<file path="src/rtl/core/mce_pkg.sv">
`timescale 1ns / 1ps

package mce_pkg;

  localparam int unsigned TIME_BITS_DEF = 12;
  localparam int unsigned IVAL_W        = 12;
  localparam int unsigned CHAR_W        = 8;
  localparam int unsigned CFG_ADDR_W    = 3;
  localparam int unsigned STEP_W        = 3;
  localparam int unsigned PAT_W         = 4;
  localparam int unsigned CNT_W         = 3;
  localparam int unsigned IN_DATA_W     = 8;
  localparam int unsigned OUT_DATA_W    = 16;

  localparam logic [31:0] RST_DOT   = 32'd50;
  localparam logic [31:0] RST_DASH  = 32'd150;
  localparam logic [31:0] RST_EGAP  = 32'd50;
  localparam logic [31:0] RST_LGAP  = 32'd150;
  localparam logic [31:0] RST_WGAP  = 32'd350;

  localparam logic [CFG_ADDR_W-1:0] REG_DOT  = 3'd0;
  localparam logic [CFG_ADDR_W-1:0] REG_DASH = 3'd1;
  localparam logic [CFG_ADDR_W-1:0] REG_EGAP = 3'd2;
  localparam logic [CFG_ADDR_W-1:0] REG_LGAP = 3'd3;
  localparam logic [CFG_ADDR_W-1:0] REG_WGAP = 3'd4;

  localparam logic [CHAR_W-1:0] CHAR_SPACE = 8'h20;

  localparam logic [STEP_W-1:0] STEP_DECODE = 3'd0;
  localparam logic [STEP_W-1:0] STEP_ELEM   = 3'd1;
  localparam logic [STEP_W-1:0] STEP_GAP    = 3'd2;
  localparam logic [STEP_W-1:0] STEP_LGAP   = 3'd3;
  localparam logic [STEP_W-1:0] STEP_WORD   = 3'd4;

  typedef enum logic [1:0] {
    SRC_SYM  = 2'd0,
    SRC_EGAP = 2'd1,
    SRC_LGAP = 2'd2,
    SRC_WGAP = 2'd3
  } src_t;

  typedef enum logic [1:0] {
    COND_NEXT     = 2'd0,
    COND_ALWAYS   = 2'd1,
    COND_LOOP     = 2'd2,
    COND_DISPATCH = 2'd3
  } cond_t;

  typedef struct packed {
    logic              accept;
    logic              emit;
    logic              tone;
    logic              last;
    logic              shift;
    src_t              src;
    cond_t             cond;
    logic [STEP_W-1:0] target;
  } ctrl_t;

  typedef struct packed {
    logic in_space;
    logic in_letter;
    logic cnt_last;
    logic out_free;
  } stat_t;

  // Element patterns, first element in the top bit, dash = 1
  localparam logic [PAT_W-1:0] SYM_PAT [26] = '{
    4'd4,  4'd8,  4'd10, 4'd8,  4'd0,  4'd2,  4'd12, 4'd0,  4'd0,  4'd7,
    4'd10, 4'd4,  4'd12, 4'd8,  4'd14, 4'd6,  4'd13, 4'd4,  4'd0,  4'd8,
    4'd2,  4'd1,  4'd6,  4'd9,  4'd11, 4'd12
  };

  localparam logic [CNT_W-1:0] SYM_LEN [26] = '{
    3'd2, 3'd4, 3'd4, 3'd3, 3'd1, 3'd4, 3'd3, 3'd4, 3'd2, 3'd4,
    3'd3, 3'd4, 3'd2, 3'd2, 3'd3, 3'd4, 3'd4, 3'd3, 3'd3, 3'd1,
    3'd3, 3'd4, 3'd3, 3'd4, 3'd4, 3'd4
  };

  function automatic ctrl_t mce_rom(input logic [STEP_W-1:0] step);
    ctrl_t w;
    w = '{accept: 1'b0, emit: 1'b0, tone: 1'b0, last: 1'b0, shift: 1'b0,
          src: SRC_SYM, cond: COND_ALWAYS, target: STEP_DECODE};
    case (step)
      STEP_DECODE: begin
        w.accept = 1'b1;
        w.cond   = COND_DISPATCH;
        w.target = STEP_WORD;
      end
      STEP_ELEM: begin
        w.emit = 1'b1;
        w.tone = 1'b1;
        w.src  = SRC_SYM;
        w.cond = COND_NEXT;
      end
      STEP_GAP: begin
        w.emit   = 1'b1;
        w.shift  = 1'b1;
        w.src    = SRC_EGAP;
        w.cond   = COND_LOOP;
        w.target = STEP_ELEM;
      end
      STEP_LGAP: begin
        w.emit   = 1'b1;
        w.last   = 1'b1;
        w.src    = SRC_LGAP;
        w.cond   = COND_ALWAYS;
        w.target = STEP_DECODE;
      end
      STEP_WORD: begin
        w.emit   = 1'b1;
        w.last   = 1'b1;
        w.src    = SRC_WGAP;
        w.cond   = COND_ALWAYS;
        w.target = STEP_DECODE;
      end
      default: begin
        w.cond   = COND_ALWAYS;
        w.target = STEP_DECODE;
      end
    endcase
    return w;
  endfunction

endpackage

</file>
<file path="src/rtl/core/mce_seq.sv">
`timescale 1ns / 1ps

module mce_seq (
  input  logic           clk,
  input  logic           rst_n,
  input  logic           in_tvalid,
  input  mce_pkg::stat_t stat,
  output mce_pkg::ctrl_t ctrl
);

  logic [mce_pkg::STEP_W-1:0] step_r;
  logic [mce_pkg::STEP_W-1:0] step_nxt;
  logic [mce_pkg::STEP_W-1:0] step_inc;
  logic                       advance;

  assign ctrl     = mce_pkg::mce_rom(step_r);
  assign step_inc = mce_pkg::STEP_W'(step_r + 1'b1);

  always_comb begin
    if (ctrl.accept) begin
      advance = in_tvalid;
    end else if (ctrl.emit) begin
      advance = stat.out_free;
    end else begin
      advance = 1'b1;
    end
  end

  always_comb begin
    step_nxt = step_r;
    if (advance) begin
      case (ctrl.cond)
        mce_pkg::COND_NEXT:   step_nxt = step_inc;
        mce_pkg::COND_ALWAYS: step_nxt = ctrl.target;
        mce_pkg::COND_LOOP:   step_nxt = stat.cnt_last ? step_inc : ctrl.target;
        mce_pkg::COND_DISPATCH: begin
          if (stat.in_space) begin
            step_nxt = ctrl.target;
          end else if (stat.in_letter) begin
            step_nxt = step_inc;
          end else begin
            step_nxt = step_r;
          end
        end
        default: step_nxt = mce_pkg::STEP_DECODE;
      endcase
    end
  end

  always_ff @(posedge clk) begin
    if (!rst_n) begin
      step_r <= mce_pkg::STEP_DECODE;
    end else begin
      step_r <= step_nxt;
    end
  end

  a_step_range: assert property (@(posedge clk) disable iff (!rst_n)
    step_r <= mce_pkg::STEP_WORD)
    else $error("step counter outside program");

  a_space_dispatch: assert property (@(posedge clk) disable iff (!rst_n)
    ctrl.accept && in_tvalid && stat.in_space |=> step_r == mce_pkg::STEP_WORD)
    else $error("space request not sent to word gap");

  a_other_drop: assert property (@(posedge clk) disable iff (!rst_n)
    ctrl.accept && in_tvalid && !stat.in_space && !stat.in_letter
    |=> step_r == mce_pkg::STEP_DECODE)
    else $error("ignored request left decode step");

endmodule

</file>
<file path="src/rtl/core/mce_dp.sv">
`timescale 1ns / 1ps

module mce_dp #(
  parameter int unsigned TIME_BITS = mce_pkg::TIME_BITS_DEF
) (
  input  logic                           clk,
  input  logic                           rst_n,
  input  logic                           cfg_wr_en,
  input  logic [mce_pkg::CFG_ADDR_W-1:0] cfg_addr,
  input  logic [TIME_BITS-1:0]           cfg_wdata,
  input  logic                           in_tvalid,
  input  logic [mce_pkg::CHAR_W-1:0]     char_code,
  input  mce_pkg::ctrl_t                 ctrl,
  output mce_pkg::stat_t                 stat,
  input  logic                           out_tready,
  output logic                           out_tvalid,
  output logic                           out_tone,
  output logic [mce_pkg::IVAL_W-1:0]     out_time,
  output logic                           out_tlast
);

  logic [TIME_BITS-1:0] dot_r, dash_r, egap_r, lgap_r, wgap_r;
  logic [TIME_BITS-1:0] sel_time;
  logic [mce_pkg::IVAL_W+TIME_BITS-1:0] sel_ext;

  logic [mce_pkg::PAT_W-1:0] pat_r, pat_nxt;
  logic [mce_pkg::CNT_W-1:0] cnt_r, cnt_nxt;
  logic [4:0]                letter_idx;
  logic                      is_letter;
  logic                      load;
  logic                      fire;

  logic                      out_valid_r, out_valid_nxt;
  logic                      out_tone_r;
  logic [mce_pkg::IVAL_W-1:0] out_time_r;
  logic                      out_last_r;

  always_ff @(posedge clk) begin
    if (!rst_n) begin
      dot_r  <= TIME_BITS'(mce_pkg::RST_DOT);
      dash_r <= TIME_BITS'(mce_pkg::RST_DASH);
      egap_r <= TIME_BITS'(mce_pkg::RST_EGAP);
      lgap_r <= TIME_BITS'(mce_pkg::RST_LGAP);
      wgap_r <= TIME_BITS'(mce_pkg::RST_WGAP);
    end else if (cfg_wr_en) begin
      case (cfg_addr)
        mce_pkg::REG_DOT:  dot_r  <= cfg_wdata;
        mce_pkg::REG_DASH: dash_r <= cfg_wdata;
        mce_pkg::REG_EGAP: egap_r <= cfg_wdata;
        mce_pkg::REG_LGAP: lgap_r <= cfg_wdata;
        mce_pkg::REG_WGAP: wgap_r <= cfg_wdata;
        default: ;
      endcase
    end
  end

  // fold case: both letter ranges share the low five bits
  assign is_letter  = (char_code[7:6] == 2'b01) && (char_code[4:0] != 5'd0) &&
                      (char_code[4:0] <= 5'd26);
  assign letter_idx = 5'(char_code[4:0] - 5'd1);

  assign stat.in_space  = (char_code == mce_pkg::CHAR_SPACE);
  assign stat.in_letter = is_letter;
  assign stat.cnt_last  = (cnt_r == mce_pkg::CNT_W'(1));
  assign stat.out_free  = !out_valid_r || out_tready;

  assign load = ctrl.accept && in_tvalid && is_letter;
  assign fire = ctrl.emit && stat.out_free;

  always_comb begin
    pat_nxt = pat_r;
    cnt_nxt = cnt_r;
    if (load) begin
      pat_nxt = mce_pkg::SYM_PAT[letter_idx];
      cnt_nxt = mce_pkg::SYM_LEN[letter_idx];
    end else if (fire && ctrl.shift) begin
      pat_nxt = {pat_r[mce_pkg::PAT_W-2:0], 1'b0};
      cnt_nxt = mce_pkg::CNT_W'(cnt_r - 1'b1);
    end
  end

  always_ff @(posedge clk) begin
    if (!rst_n) begin
      cnt_r <= '0;
    end else begin
      cnt_r <= cnt_nxt;
    end
  end

  always_ff @(posedge clk) begin
    pat_r <= pat_nxt;
  end

  always_comb begin
    case (ctrl.src)
      mce_pkg::SRC_SYM:  sel_time = pat_r[mce_pkg::PAT_W-1] ? dash_r : dot_r;
      mce_pkg::SRC_EGAP: sel_time = egap_r;
      mce_pkg::SRC_LGAP: sel_time = lgap_r;
      mce_pkg::SRC_WGAP: sel_time = wgap_r;
      default:           sel_time = egap_r;
    endcase
  end

  assign sel_ext = {{mce_pkg::IVAL_W{1'b0}}, sel_time};

  always_comb begin
    out_valid_nxt = out_valid_r;
    if (fire) begin
      out_valid_nxt = 1'b1;
    end else if (out_tready) begin
      out_valid_nxt = 1'b0;
    end
  end

  always_ff @(posedge clk) begin
    if (!rst_n) begin
      out_valid_r <= 1'b0;
    end else begin
      out_valid_r <= out_valid_nxt;
    end
  end

  always_ff @(posedge clk) begin
    if (fire) begin
      out_tone_r <= ctrl.tone;
      out_time_r <= sel_ext[mce_pkg::IVAL_W-1:0];
      out_last_r <= ctrl.last;
    end
  end

  assign out_tvalid = out_valid_r;
  assign out_tone   = out_tone_r;
  assign out_time   = out_time_r;
  assign out_tlast  = out_last_r;

  a_cnt_live: assert property (@(posedge clk) disable iff (!rst_n)
    ctrl.emit && (ctrl.src == mce_pkg::SRC_SYM || ctrl.src == mce_pkg::SRC_EGAP)
    |-> cnt_r != '0)
    else $error("element step with no elements left");

  a_tone_not_last: assert property (@(posedge clk) disable iff (!rst_n)
    out_valid_r && out_tone_r |-> !out_last_r)
    else $error("tone interval marked as run end");

  a_load_len: assert property (@(posedge clk) disable iff (!rst_n)
    load |=> cnt_r != '0 && cnt_r <= mce_pkg::CNT_W'(mce_pkg::PAT_W))
    else $error("bad element count after letter load");

endmodule

</file>
<file path="src/rtl/core/morse_char_encoder.sv">
`timescale 1ns / 1ps

// International Morse letter encoder. Each input byte is one request: a
// letter (either case) yields a tone and a silence per dot or dash, then one
// letter-gap silence; a space yields one word-gap silence; any other byte
// yields nothing. Every result carries tone_on and interval_time in
// out_tdata, with out_tlast on the final interval of the request. The block
// reports durations only and does not time them. A sequencer steps through
// one control word per cycle while not held, waiting at its decode step
// for in_tvalid; each tone or silence step loads a single output register.
// While the output register holds a result that out_tready has not yet
// taken, the sequencer holds at its current tone or silence step. The five
// timing registers are written through cfg_wr_en/cfg_addr/cfg_wdata
// (0 dot, 1 dash, 2 element gap, 3 letter gap, 4 word gap; other indexes
// ignored) and should be changed only while the block is idle.

module morse_char_encoder #(
  parameter int unsigned TIME_BITS = mce_pkg::TIME_BITS_DEF
) (
  input  logic                           clk,
  input  logic                           rst_n,
  input  logic                           cfg_wr_en,
  input  logic [mce_pkg::CFG_ADDR_W-1:0] cfg_addr,
  input  logic [TIME_BITS-1:0]           cfg_wdata,
  input  logic                           in_tvalid,
  output logic                           in_tready,
  input  logic [mce_pkg::IN_DATA_W-1:0]  in_tdata,   // [7:0] char_code
  output logic                           out_tvalid,
  input  logic                           out_tready,
  output logic [mce_pkg::OUT_DATA_W-1:0] out_tdata,  // [0] tone_on, [12:1] interval_time
  output logic                           out_tlast
);

  mce_pkg::ctrl_t             ctrl;
  mce_pkg::stat_t             stat;
  logic                       out_tone;
  logic [mce_pkg::IVAL_W-1:0] out_time;

  mce_seq u_seq (
    .clk       (clk),
    .rst_n     (rst_n),
    .in_tvalid (in_tvalid),
    .stat      (stat),
    .ctrl      (ctrl)
  );

  mce_dp #(
    .TIME_BITS (TIME_BITS)
  ) u_dp (
    .clk        (clk),
    .rst_n      (rst_n),
    .cfg_wr_en  (cfg_wr_en),
    .cfg_addr   (cfg_addr),
    .cfg_wdata  (cfg_wdata),
    .in_tvalid  (in_tvalid),
    .char_code  (in_tdata[mce_pkg::CHAR_W-1:0]),
    .ctrl       (ctrl),
    .stat       (stat),
    .out_tready (out_tready),
    .out_tvalid (out_tvalid),
    .out_tone   (out_tone),
    .out_time   (out_time),
    .out_tlast  (out_tlast)
  );

  assign in_tready = ctrl.accept;
  assign out_tdata = {{(mce_pkg::OUT_DATA_W - mce_pkg::IVAL_W - 1){1'b0}}, out_time, out_tone};

endmodule
</file>
<file path="config.mk">
export PLATFORM = sky130hd
export DESIGN_NAME = morse_char_encoder
export DESIGN_NICKNAME = d
export VERILOG_FILES = /design/src/rtl/core/mce_pkg.sv /design/src/rtl/core/mce_seq.sv /design/src/rtl/core/mce_dp.sv /design/src/rtl/core/morse_char_encoder.sv
export SDC_FILE = /design/constraint.sdc
export NUM_CORES = 1
export LEC_CHECK = 0
export ABC_AREA = 1
export BUFFER_PORTS_ARGS = -buffer_cell sky130_fd_sc_hd__buf_2
export CAP_MARGIN = 20
export CORE_MARGIN = 2
export CORE_UTILIZATION = 47
export CTS_CLUSTER_SIZE = 25
export DETAILED_ROUTE_END_ITERATION = 16
export GPL_TIMING_DRIVEN = 0
export PLACE_DENSITY = 0.64
export SYNTH_ARGS = -nofsm -noshare
export SYNTH_HDL_FRONTEND = slang
export SYNTH_SLANG_ARGS = --single-unit
</file>
<file path="constraint.sdc">
create_clock -name clk -period 4.6 [get_ports clk]
set_input_delay 0 -clock clk [delete_from_list [all_inputs] [get_ports clk]]
set_output_delay 0 -clock clk [all_outputs]
set_load 0.05 [all_outputs]
</file>
==> impl_metrics.toml, run 1 <==
[floorplan]
core_area_sq_um = 8810
rows = 34
ioPinCount = 47
die_h_um = 99.7
initial_core_util_pct = 48.9
die_x_um = 99.7
dieArea_sq_um = 9940

[yosys]
netlist.area_leader.share_pct = 31.2
synth_edf_count = 18
ys.flop_type = "dfxtp_1"
yosysWarnings = 0
synth_most_common_cell = "nand2_1"
syn_area_per_cell_sq_um = 7.41
syn_inst = 581
synth_sequential_area_ratio_pct = 43.7
synth_area_leaders = "dfxtp_1 31%, edfxtp_1 13%, nand2_1 12%, o21ai_0 7.6%, nor2_1 5.8%"
netlist_area_sq_um = 4300
async_reset_ff_share_pct = 0
netlist-cell-type-count = 34
netlist_top_cells_count = "143 x nand2_1, 67 x dfxtp_1, 66 x nor2_1"
yosys_register_bits = 85
yosys.area.top_type = "dfxtp_1"

[power_and_ir_drop]
ir_worst_vdd_mv = 0.195
leakagePower_nw = 2.22
p_per_area_nw_per_um2 = 495

[worst_setup_path]
startpoint = "u_seq.step_r[0]$_SDFFE_PN0P_"
r2r-end = "u_dp.cnt_r[2]$_SDFFE_PN0P_"
setup.worst_path.end = "u_dp.cnt_r[2]$_SDFFE_PN0P_"
r2r_cells = 10
path_max_fanout = 7
critPathArrivalTime_ps = 2300
critical_path_class = "reg2reg"
worstPathRequired_ps = 4890
reg2reg_slack_ps = 2600
start_kind = "flop"
r2r_start = "u_seq.step_r[0]$_SDFFE_PN0P_"
end_kind = "flop"

[timing]
slew_headroom_pct = 58.8
post-route-period-util_pct = 43.5
rsz0062_at_grt = "no"
finalSetupViolations = 0
clock.fmax_mhz = 500
period_minus_slack_ps = 2000
drv_slew = 0
hold_slack_ps = 12.5
final.setup.tns_ps = 0
tightest_slew_ps = 613
hold_viol_final = 0
skew_ps = 13.3

[global_route]
grt_pass1_wl_mm = 17.5
grt_max_degree = 16
grt_overflow = 0
grt_pass1_vias = 3549
antenna_found_initial = 0
grt_usage_pct = 22.3

[min_path]
worstHoldPathType = "in2reg"

[route]
drtIter0Drc = 237
drc_errors = 0
routed_wl_mm = 10.8
drt-pass1-iter-count = 5
avgRoutedWirePerCell_um = 14.2
antenna_left = 0
vias_per_cell = 5.29
num_vias = 4033

[layout]
multiInputGateArea_sq_um = 2060
diodes = 0
n_fill_cell = 858
drive_gt1_share_pct = 16.1
seq_area_sq_um = 1880
layout.nets = 690
syn2layout_area_growth_pct = 15.7

[clock_network]
insertion_delay_ps = 370
cts_setup_buffers = 0
clock_sinks = 85
cts_root_buf = "clkbuf_8"
post_cts_resized = 0
cts_tree = "done"
clock_path_buffers = 2
ctsHoldBuffers = 12
numCtsBuffers = 9
cts.reportedPaths.clkPinSlew_ps = 90
htree_num_levels = 3

[flow_run]
cap_violations = 0

[placement]
hpwl_mm = 7.83
port_buffers = 42
place.gp.congestion = 0.854

[status]
outcome = "complete, no violations"
## critical path: stages, from the launching register on
cell and delay, ps:
dfxtp_1 370, inv_1 170, ha_1 260, inv_2 90
nor2_4 140, inv_2 80, nor2_4 90, nand4_2 150
nand2_1 300, o21ai_0 160, a21oi_2 130
## worst min-delay path by stage
stage                             from                           end  slack (ps)  cells past startpoint
after global routing        out_tready  u_dp.out_tvalid$_SDFFE_PN0P_          60                      4
after global placement    cfg_wdata[1]   u_dp.wgap_r[1]$_SDFFE_PN1P_         290                      3
after detailed placement  cfg_wdata[1]   u_dp.wgap_r[1]$_SDFFE_PN1P_         300                      3
after floorplan           cfg_wdata[1]   u_dp.wgap_r[1]$_SDFFE_PN1P_         110                      2
final                       out_tready  u_dp.out_tvalid$_SDFFE_PN0P_          10                      4
after CTS                   out_tready  u_dp.out_tvalid$_SDFFE_PN0P_           9                      4
## layout make-up
cell class / count / area share [%]
timing repair buffer: 55 / 6.78
inverter: 59 / 4.45
clock inverter: 6 / 1.38
multi-input combinational: 411 / 41.4
sequential: 85 / 37.8
buffer: 28 / 2.96
clock buffer: 10 / 2.56
tap: 108 / 2.71
## layout by cell type (no fill, tap or decap), types with 5 or more instances in the layout
| master | count |
|---|---|
| a21oi_1 | 24 |
| buf_2 | 46 |
| buf_4 | 7 |
| clkbuf_1 | 16 |
| clkbuf_8 | 9 |
| dfxtp_1 | 67 |
| dlygate4sd3_1 | 12 |
| edfxtp_1 | 18 |
| ha_1 | 13 |
| inv_1 | 50 |
| inv_2 | 9 |
| nand2_1 | 143 |
| nand2_2 | 8 |
| nand3_1 | 38 |
| nand4_1 | 7 |
| nor2_1 | 66 |
| nor2_2 | 5 |
| nor2_4 | 6 |
| o2111ai_1 | 8 |
| o211ai_1 | 10 |
| o21ai_0 | 65 |
## registers in the layout, summed over array words and instances, names as in the netlist
name and count:
u_dp.cnt_r 3, u_seq.step_r 3, u_dp.out_time 12, u_dp.wgap_r 12, u_dp.dot_r 12, u_dp.out_tone 1
u_dp.out_tlast 1, u_dp.lgap_r 12, u_dp.out_tvalid 1, u_dp.egap_r 12, u_dp.pat_r 4, u_dp.dash_r 12
## kinds of logic after synthesis
family                   after synthesis  synth area share, %
XOR/XNOR                               2                0.407
adder cells (fa/ha/maj)               13                 3.78
AO/OA/AOI/OAI                        115                 15.2
flip-flops                            85                 43.7
other                                  1               0.0872
buffers and inverters                 87                 8.58
AND/OR/NAND/NOR                      278                 28.2
## through the flow
stage | setup slack (ps) | util, % | power, mW | std cells | instance area [sq um]
2_1_floorplan | 2670 | - | 1.71 | 583 | 4310
3_3_place_gp | 2380 | 52.9 | 1.92 | 733 | 4660
3_5_place_dp | 2280 | 52.9 | 1.93 | 733 | 4660
4_1_cts | 2260 | 56.5 | 2.47 | 761 | 4970
5_1_grt | 2400 | 56.6 | 2.60 | 762 | 4980
6_report | 2600 | 56.6 | 2.47 | 762 | 4980
## report_power, final
| part | switching [mW] | leakage, nW | internal [mW] | total [mW] |
|---|---|---|---|---|
| logic | 0.708 | 1.40 | 0.266 | 0.973 |
| clock network | 0.284 | 0.0973 | 0.255 | 0.539 |
| registers | 0.0405 | 0.719 | 0.913 | 0.954 |
| total | 1.03 | 2.22 | 1.43 | 2.47 |
## layer usage
metal	vias to the layer above	global-route usage, %	wire length (um)
li1	2036	-	-
met1	1873	32.8	5270
met4	0	6.53	95
met3	7	3.37	678
met5	-	0	0
met2	117	34.0	4750
(Power assumes the default switching activity.)
==> run 2, diff against run 1 <==
--- a/config.mk
+++ b/config.mk
@@ -5,7 +5,7 @@
 export SDC_FILE = /design/constraint.sdc
 export NUM_CORES = 1
 export LEC_CHECK = 0
-export ABC_AREA = 1
+export ABC_AREA = 0
 export BUFFER_PORTS_ARGS = -buffer_cell sky130_fd_sc_hd__buf_2
 export CAP_MARGIN = 20
 export CORE_MARGIN = 2
==> constraint.sdc (replaced) <==
create_clock -name clk -period 1.9 [get_ports clk]
set_input_delay 0 -clock clk [delete_from_list [all_inputs] [get_ports clk]]
set_output_delay 0 -clock clk [all_outputs]
set_load 0.05 [all_outputs]
==> run 2 against run 1 <==
Compared with the run above:
- routed wire length up 21%
- register-to-register slack worse by 2600 ps
- sequential power grew 110%
- clock power up 150%
- utilization increased by 3.5 points
- sequential share of layout area decreased by 4.1 points
- total power is 74% higher
- count of clock-buffer cells in the layout fell by 1
- non-clock buffer count rose by 20
- largest cell class unchanged
==> impl_metrics.toml, run 2 <==
[clock_network]
clock_sinks = 85
clock_path_buffers = 2
numCtsBuffers = 9
htree_num_levels = 3
cts.reportedPaths.clkPinSlew_ps = 90
insertion_delay_ps = 360
cts_tree = "done"
cts_root_buf = "clkbuf_8"

[worst_setup_path]
start_kind = "input port"
reg2reg_slack_ps = 40
worstPathRequired_ps = 2190
end_kind = "flop"
r2r_start = "u_seq.step_r[0]$_SDFFE_PN0P_"
r2r_cells = 7
critPathArrivalTime_ps = 2170
critical_path_class = "in2reg"
r2r-end = "u_seq.step_r[0]$_SDFFE_PN0P_"
path_max_fanout = 10

[global_route]
antenna_found_initial = 0
grt_pass1_vias = 3956
grt.busiest_layer = "met1"
grt_overflow = 0
met1_usage_pct = 39.3
grt_usage_pct = 25.9
grt_pass1_wl_mm = 20.8
met2_usage_pct = 38.4
grt_max_degree = 19
use_met3_pct = 4.61

[route]
drc_errors = 0
drt-pass1-iter-count = 5
avgRoutedWirePerCell_um = 16.8
antenna_left = 0
vias_per_cell = 5.59
routed_wl_mm = 13.1
drtIter0Drc = 306
num_vias = 4354

[timing]
tightest_slew_ps = 664
skew_ps = 7.31
post-route-period-util_pct = 99.0
slew_headroom_pct = 55.7
hold_slack_ps = 34.0
clock.fmax_mhz = 532
period_minus_slack_ps = 1880
drv_slew = 0
hold_viol_final = 0
finalWorstSetupSlack_ps = 19.5
final.setup.tns_ps = 0
finalSetupViolations = 0

[layout]
postLayoutCoreUtil_pct = 60.0
drive_gt1_share_pct = 18.0
syn2layout_area_growth_pct = 22.7
n_fill_cell = 864
mostFrequentLayoutCell = "nand2_1"
diodes = 0
final_cell_mix = "149 x nand2_1, 65 x dfxtp_1, 61 x a21oi_1"
fin_cells = 779
layout.nets = 686

[yosys]
synth_area_leaders = "dfxtp_1 29%, nand2_1 12%, edfxtp_1 12%, a21oi_1 6.8%, mux2i_1 5.9%"
yosys_register_bits = 85
netlist.area_leader.share_pct = 29.4
yosys.area.top_type = "dfxtp_1"
synth_most_common_cell = "nand2_1"
yosysWarnings = 0
synth_sequential_area_ratio_pct = 41.3
netlist_top_cells_count = "150 x nand2_1, 67 x dfxtp_1, 62 x a21oi_1"
syn_area_per_cell_sq_um = 8.03
netlist-cell-type-count = 62
synth_edf_count = 18
netlist_area_sq_um = 4560
async_reset_ff_share_pct = 0
syn_inst = 568
ys.flop_type = "dfxtp_1"

[floorplan]
rows = 35
dieArea_sq_um = 10500
core_area_sq_um = 9330
die_h_um = 103
die_x_um = 103
ioPinCount = 47
initial_core_util_pct = 48.9

[placement]
port_buffers = 43
place_inst = 743
dp_slack_ps = -638
hpwl_mm = 9.28
place.gp.congestion = 0.939

[power_and_ir_drop]
p_per_area_nw_per_um2 = 767
ir_worst_vdd_mv = 0.434
leakagePower_nw = 2.18

[min_path]
holdPathStages = 4
hp-start = "in_tvalid"
min_to = "u_seq.step_r[2]$_SDFFE_PN0P_"
worstHoldPathType = "in2reg"

[flow_run]
cap_violations = 0

[status]
outcome = "complete, no violations"
## run 2: cell count changes after synthesis, moves of 14 or more
cell / before / now
nor2_1: 66 / 13
a21oi_1: 24 / 62
mux2i_1: 0 / 27
inv_1: 50 / 12
nand2b_1: 0 / 14
o21ai_0: 65 / 20
clkbuf_1: 15 / 32
## run 2: area by class of cell
type	count	area (sq um)	area share, %
plain buffers	37	201	3.60
clock inverters	7	80.1	1.43
repair buffers	66	450	8.05
flip-flops and latches	85	1890	33.7
inverters	14	62.6	1.12
well taps	129	161	2.88
multi-input cells	432	2630	47.0
clock buffers	9	124	2.21
## run 2: worst max-delay path by stage
stage,from,endpoint,slack [ps],cells after the start
floorplan,u_seq.step_r[0]$_SDFFE_PN0P_,u_dp.pat_r[0]$_SDFFCE_PN0P_,-40,7
global placement,in_tdata[1],u_dp.pat_r[1]$_DFFE_PP_,-660,11
detailed placement,in_tdata[1],u_dp.pat_r[1]$_DFFE_PP_,-640,11
CTS,in_tdata[0],u_dp.pat_r[1]$_DFFE_PP_,1,11
global route,u_seq.step_r[1]$_SDFFE_PN0P_,u_seq.step_r[0]$_SDFFE_PN0P_,-30,7
finish,in_tdata[0],u_seq.step_r[0]$_SDFFE_PN0P_,20,9
## run 2: cells by family (layout without fill, tap and decap cells)
logic type                 Yosys count  count (layout)  synth area share, %
AOI/OAI and AO/OA                  138             138                 18.6
xor gates and xnor gates             5               5                0.960
adders and majority gates           13              13                 3.57
buffers and inverters               53             133                 4.75
DFF                                 85              85                 41.3
muxes                               27              27                 5.93
other                                1               3               0.0822
and+or+nand+nor                    246             246                 24.8
## run 2: through the flow
step	area, sq um	power, mW
global placement	4970	2.85
finish	5600	4.30
floorplan	4590	2.62
CTS	5480	4.27
global route	5600	4.49
detailed placement	4980	2.87
## run 2: where the power goes
group,switching (mW),internal [mW],leakage (nW)
Sequential,0.0382,1.95,0.709
Combinational,0.623,0.344,1.37
Clock,0.719,0.626,0.102
Total,1.38,2.92,2.18
## run 2: what timing repair did
item	in CTS	in global routing
hold buffers	17	0
pin swaps	1	2
endpoints found under the hold margin	62	0
resized for setup	33	27
setup endpoints to repair	39	38
setup buffers	1	3
gates cloned	1	0
## run 2: critical path: stages
cell and delay, ps:
buf_2 110, buf_2 180, inv_6 130, ha_4 180
or4b_4 530, or3_4 420, a2111oi_4 340, nand3_1 120
a21oi_1 150
## run 2: routing by layer
layer  vias up  routed length, um
li1       2136                  -
met1      2005               6190
met2       193               5770
met3        20                911
met4         0                191
met5         -                  0
==> run 3, diff against run 2 <==
--- a/config.mk
+++ b/config.mk
@@ -14,6 +14,8 @@
 export DETAILED_ROUTE_END_ITERATION = 16
 export GPL_TIMING_DRIVEN = 0
 export PLACE_DENSITY = 0.64
+export SETUP_SLACK_MARGIN = 0.3
+export SKIP_CTS_REPAIR_TIMING = 1
 export SYNTH_ARGS = -nofsm -noshare
 export SYNTH_HDL_FRONTEND = slang
 export SYNTH_SLANG_ARGS = --single-unit
==> run 3 against run 2 <==
Compared with the run above:
- sequential share of layout area decreased by 1.8 points
- utilization increased by 3.5 points
- hold slack got worse by 30 ps
- cell area increased by 5.9%
- count of clock-buffer cells in the layout increased by 1
- first-iteration DRC count decreased by 8.2%
- critical endpoint is now u_dp.cnt_r[1]$_SDFFE_PN0P_
- highest routed layer unchanged
==> impl_metrics.toml, run 3 (synthesis results as in run 2) <==
[status]
outcome = "complete, no violations"

[timing]
clock.fmax_mhz = 541
skew_ps = 14.3
final.setup.tns_ps = 0
rsz0062_at_grt = "yes"
post-route-period-util_pct = 97.2
hold_slack_ps = 3.53
tightest_slew_ps = 635
hold_viol_final = 0
slew_headroom_pct = 57.7
drv_slew = 0
period_minus_slack_ps = 1850
finalSetupViolations = 0

[clock_network]
clock_path_buffers = 2
cts_tree = "done"
cts_root_buf = "clkbuf_8"
insertion_delay_ps = 350
cts.reportedPaths.clkPinSlew_ps = 90
clock_sinks = 85
numCtsBuffers = 9
htree_num_levels = 3

[layout]
mostFrequentLayoutCell = "nand2_1"
fin_cells = 795
final_cell_mix = "143 x nand2_1, 65 x dfxtp_1, 56 x a21oi_1"
diodes = 0
n_fill_cell = 818
layout.nets = 702
fin_area_sq_um = 5930
syn2layout_area_growth_pct = 30.0
drive_gt1_share_pct = 23.0

[route]
routed_wl_mm = 13.2
num_vias = 4406
avgRoutedWirePerCell_um = 16.6
drtIter0Drc = 281
drc_errors = 0
antenna_left = 0
vias_per_cell = 5.54
drt-pass1-iter-count = 5

[power_and_ir_drop]
ir_worst_vdd_mv = 0.381
p_per_area_nw_per_um2 = 732
leakagePower_nw = 2.31

[floorplan]
initial_core_util_pct = 48.9
core_area_sq_um = 9330
rows = 35
die_h_um = 103
die_x_um = 103
ioPinCount = 47
dieArea_sq_um = 10500

[worst_setup_path]
end_kind = "flop"
setup.worst_path.end = "u_dp.cnt_r[1]$_SDFFE_PN0P_"
critical_path_class = "in2reg"
r2r-end = "u_dp.out_time[11]$_DFFE_PP_"
worstPathRequired_ps = 2190
start_kind = "input port"
r2r_start = "u_seq.step_r[1]$_SDFFE_PN0P_"
critPathArrivalTime_ps = 2140
startpoint = "in_tdata[1]"
r2r_cells = 8
reg2reg_slack_ps = 80
path_max_fanout = 10

[placement]
place.gp.congestion = 0.928
port_buffers = 43
dpl-instance-area_sq_um = 5180
place_inst = 742
hpwl_mm = 9.25

[global_route]
antenna_found_initial = 0
grt_usage_pct = 24.7
grt_pass1_wl_mm = 20.0
grt_pass1_vias = 3766
grt_max_degree = 17
grt_overflow = 0

[flow_run]
cap_violations = 0

[min_path]
worstHoldPathType = "in2reg"
[run 3: cell types whose count changed in the layout (fill, tap and decap cells not counted), sizes merged]
cell and delta:
buf +13, bufinv -1, clkinv -1, clkbuf +8, dlygate4sd3 -4, inv +1
[run 3: worst min path at each step]
stage | start | end | cells after the start
after floorplan | cfg_wdata[1] | u_dp.dot_r[1]$_SDFFE_PN1P_ | 2
after global placement | rst_n | u_dp.cnt_r[1]$_SDFFE_PN0P_ | 2
after detailed placement | rst_n | u_dp.cnt_r[1]$_SDFFE_PN0P_ | 2
after CTS | cfg_wdata[5] | u_dp.dash_r[5]$_SDFFE_PN0P_ | 3
after global routing | out_tready | u_dp.out_tvalid$_SDFFE_PN0P_ | 3
final | out_tready | u_dp.out_tvalid$_SDFFE_PN0P_ | 3
[run 3: layout make-up]
type	instances	area [sq um]	area share, %
multi-input cells	432	2730	46.0
flip-flops and latches	85	1890	31.9
repair buffers	80	611	10.3
plain buffers	39	277	4.67
well taps	129	161	2.72
clock buffers	10	138	2.32
inverters	14	75.1	1.27
clock inverters	6	51.3	0.866
[run 3: layer usage]
metal / GRT usage, % / wire, um / vias to the layer above
li1: - / - / 2170
met4: 6.46 / 241 / 0
met3: 4.34 / 782 / 18
met5: 0 / 0 / -
met1: 38.0 / 6450 / 2070
met2: 35.3 / 5750 / 148
[run 3: worst max-delay path, cell delays in order]
cell       delay, ps
buf_2            170
clkbuf_16        190
inv_8             70
ha_1             270
or3b_2           500
o2111ai_1        180
nor2_1           100
a221oi_1         420
o311a_1          220
[run 3: metrics by stage]
step,utilization (%),total power [mW],setup slack [ps]
finish,63.5,4.34,52.4
global route,63.5,4.52,40.7
CTS,57.6,4.17,-200
detailed placement,55.6,2.94,-335
global placement,55.6,2.93,-406
floorplan,-,2.69,164
[run 3: power by group]
part	internal, mW	switching, mW	leakage, nW	total, mW
sequential	1.95	0.0386	0.709	1.98
clock	0.533	0.706	0.0957	1.24
combinational	0.450	0.665	1.50	1.11
total	2.93	1.41	2.31	4.34
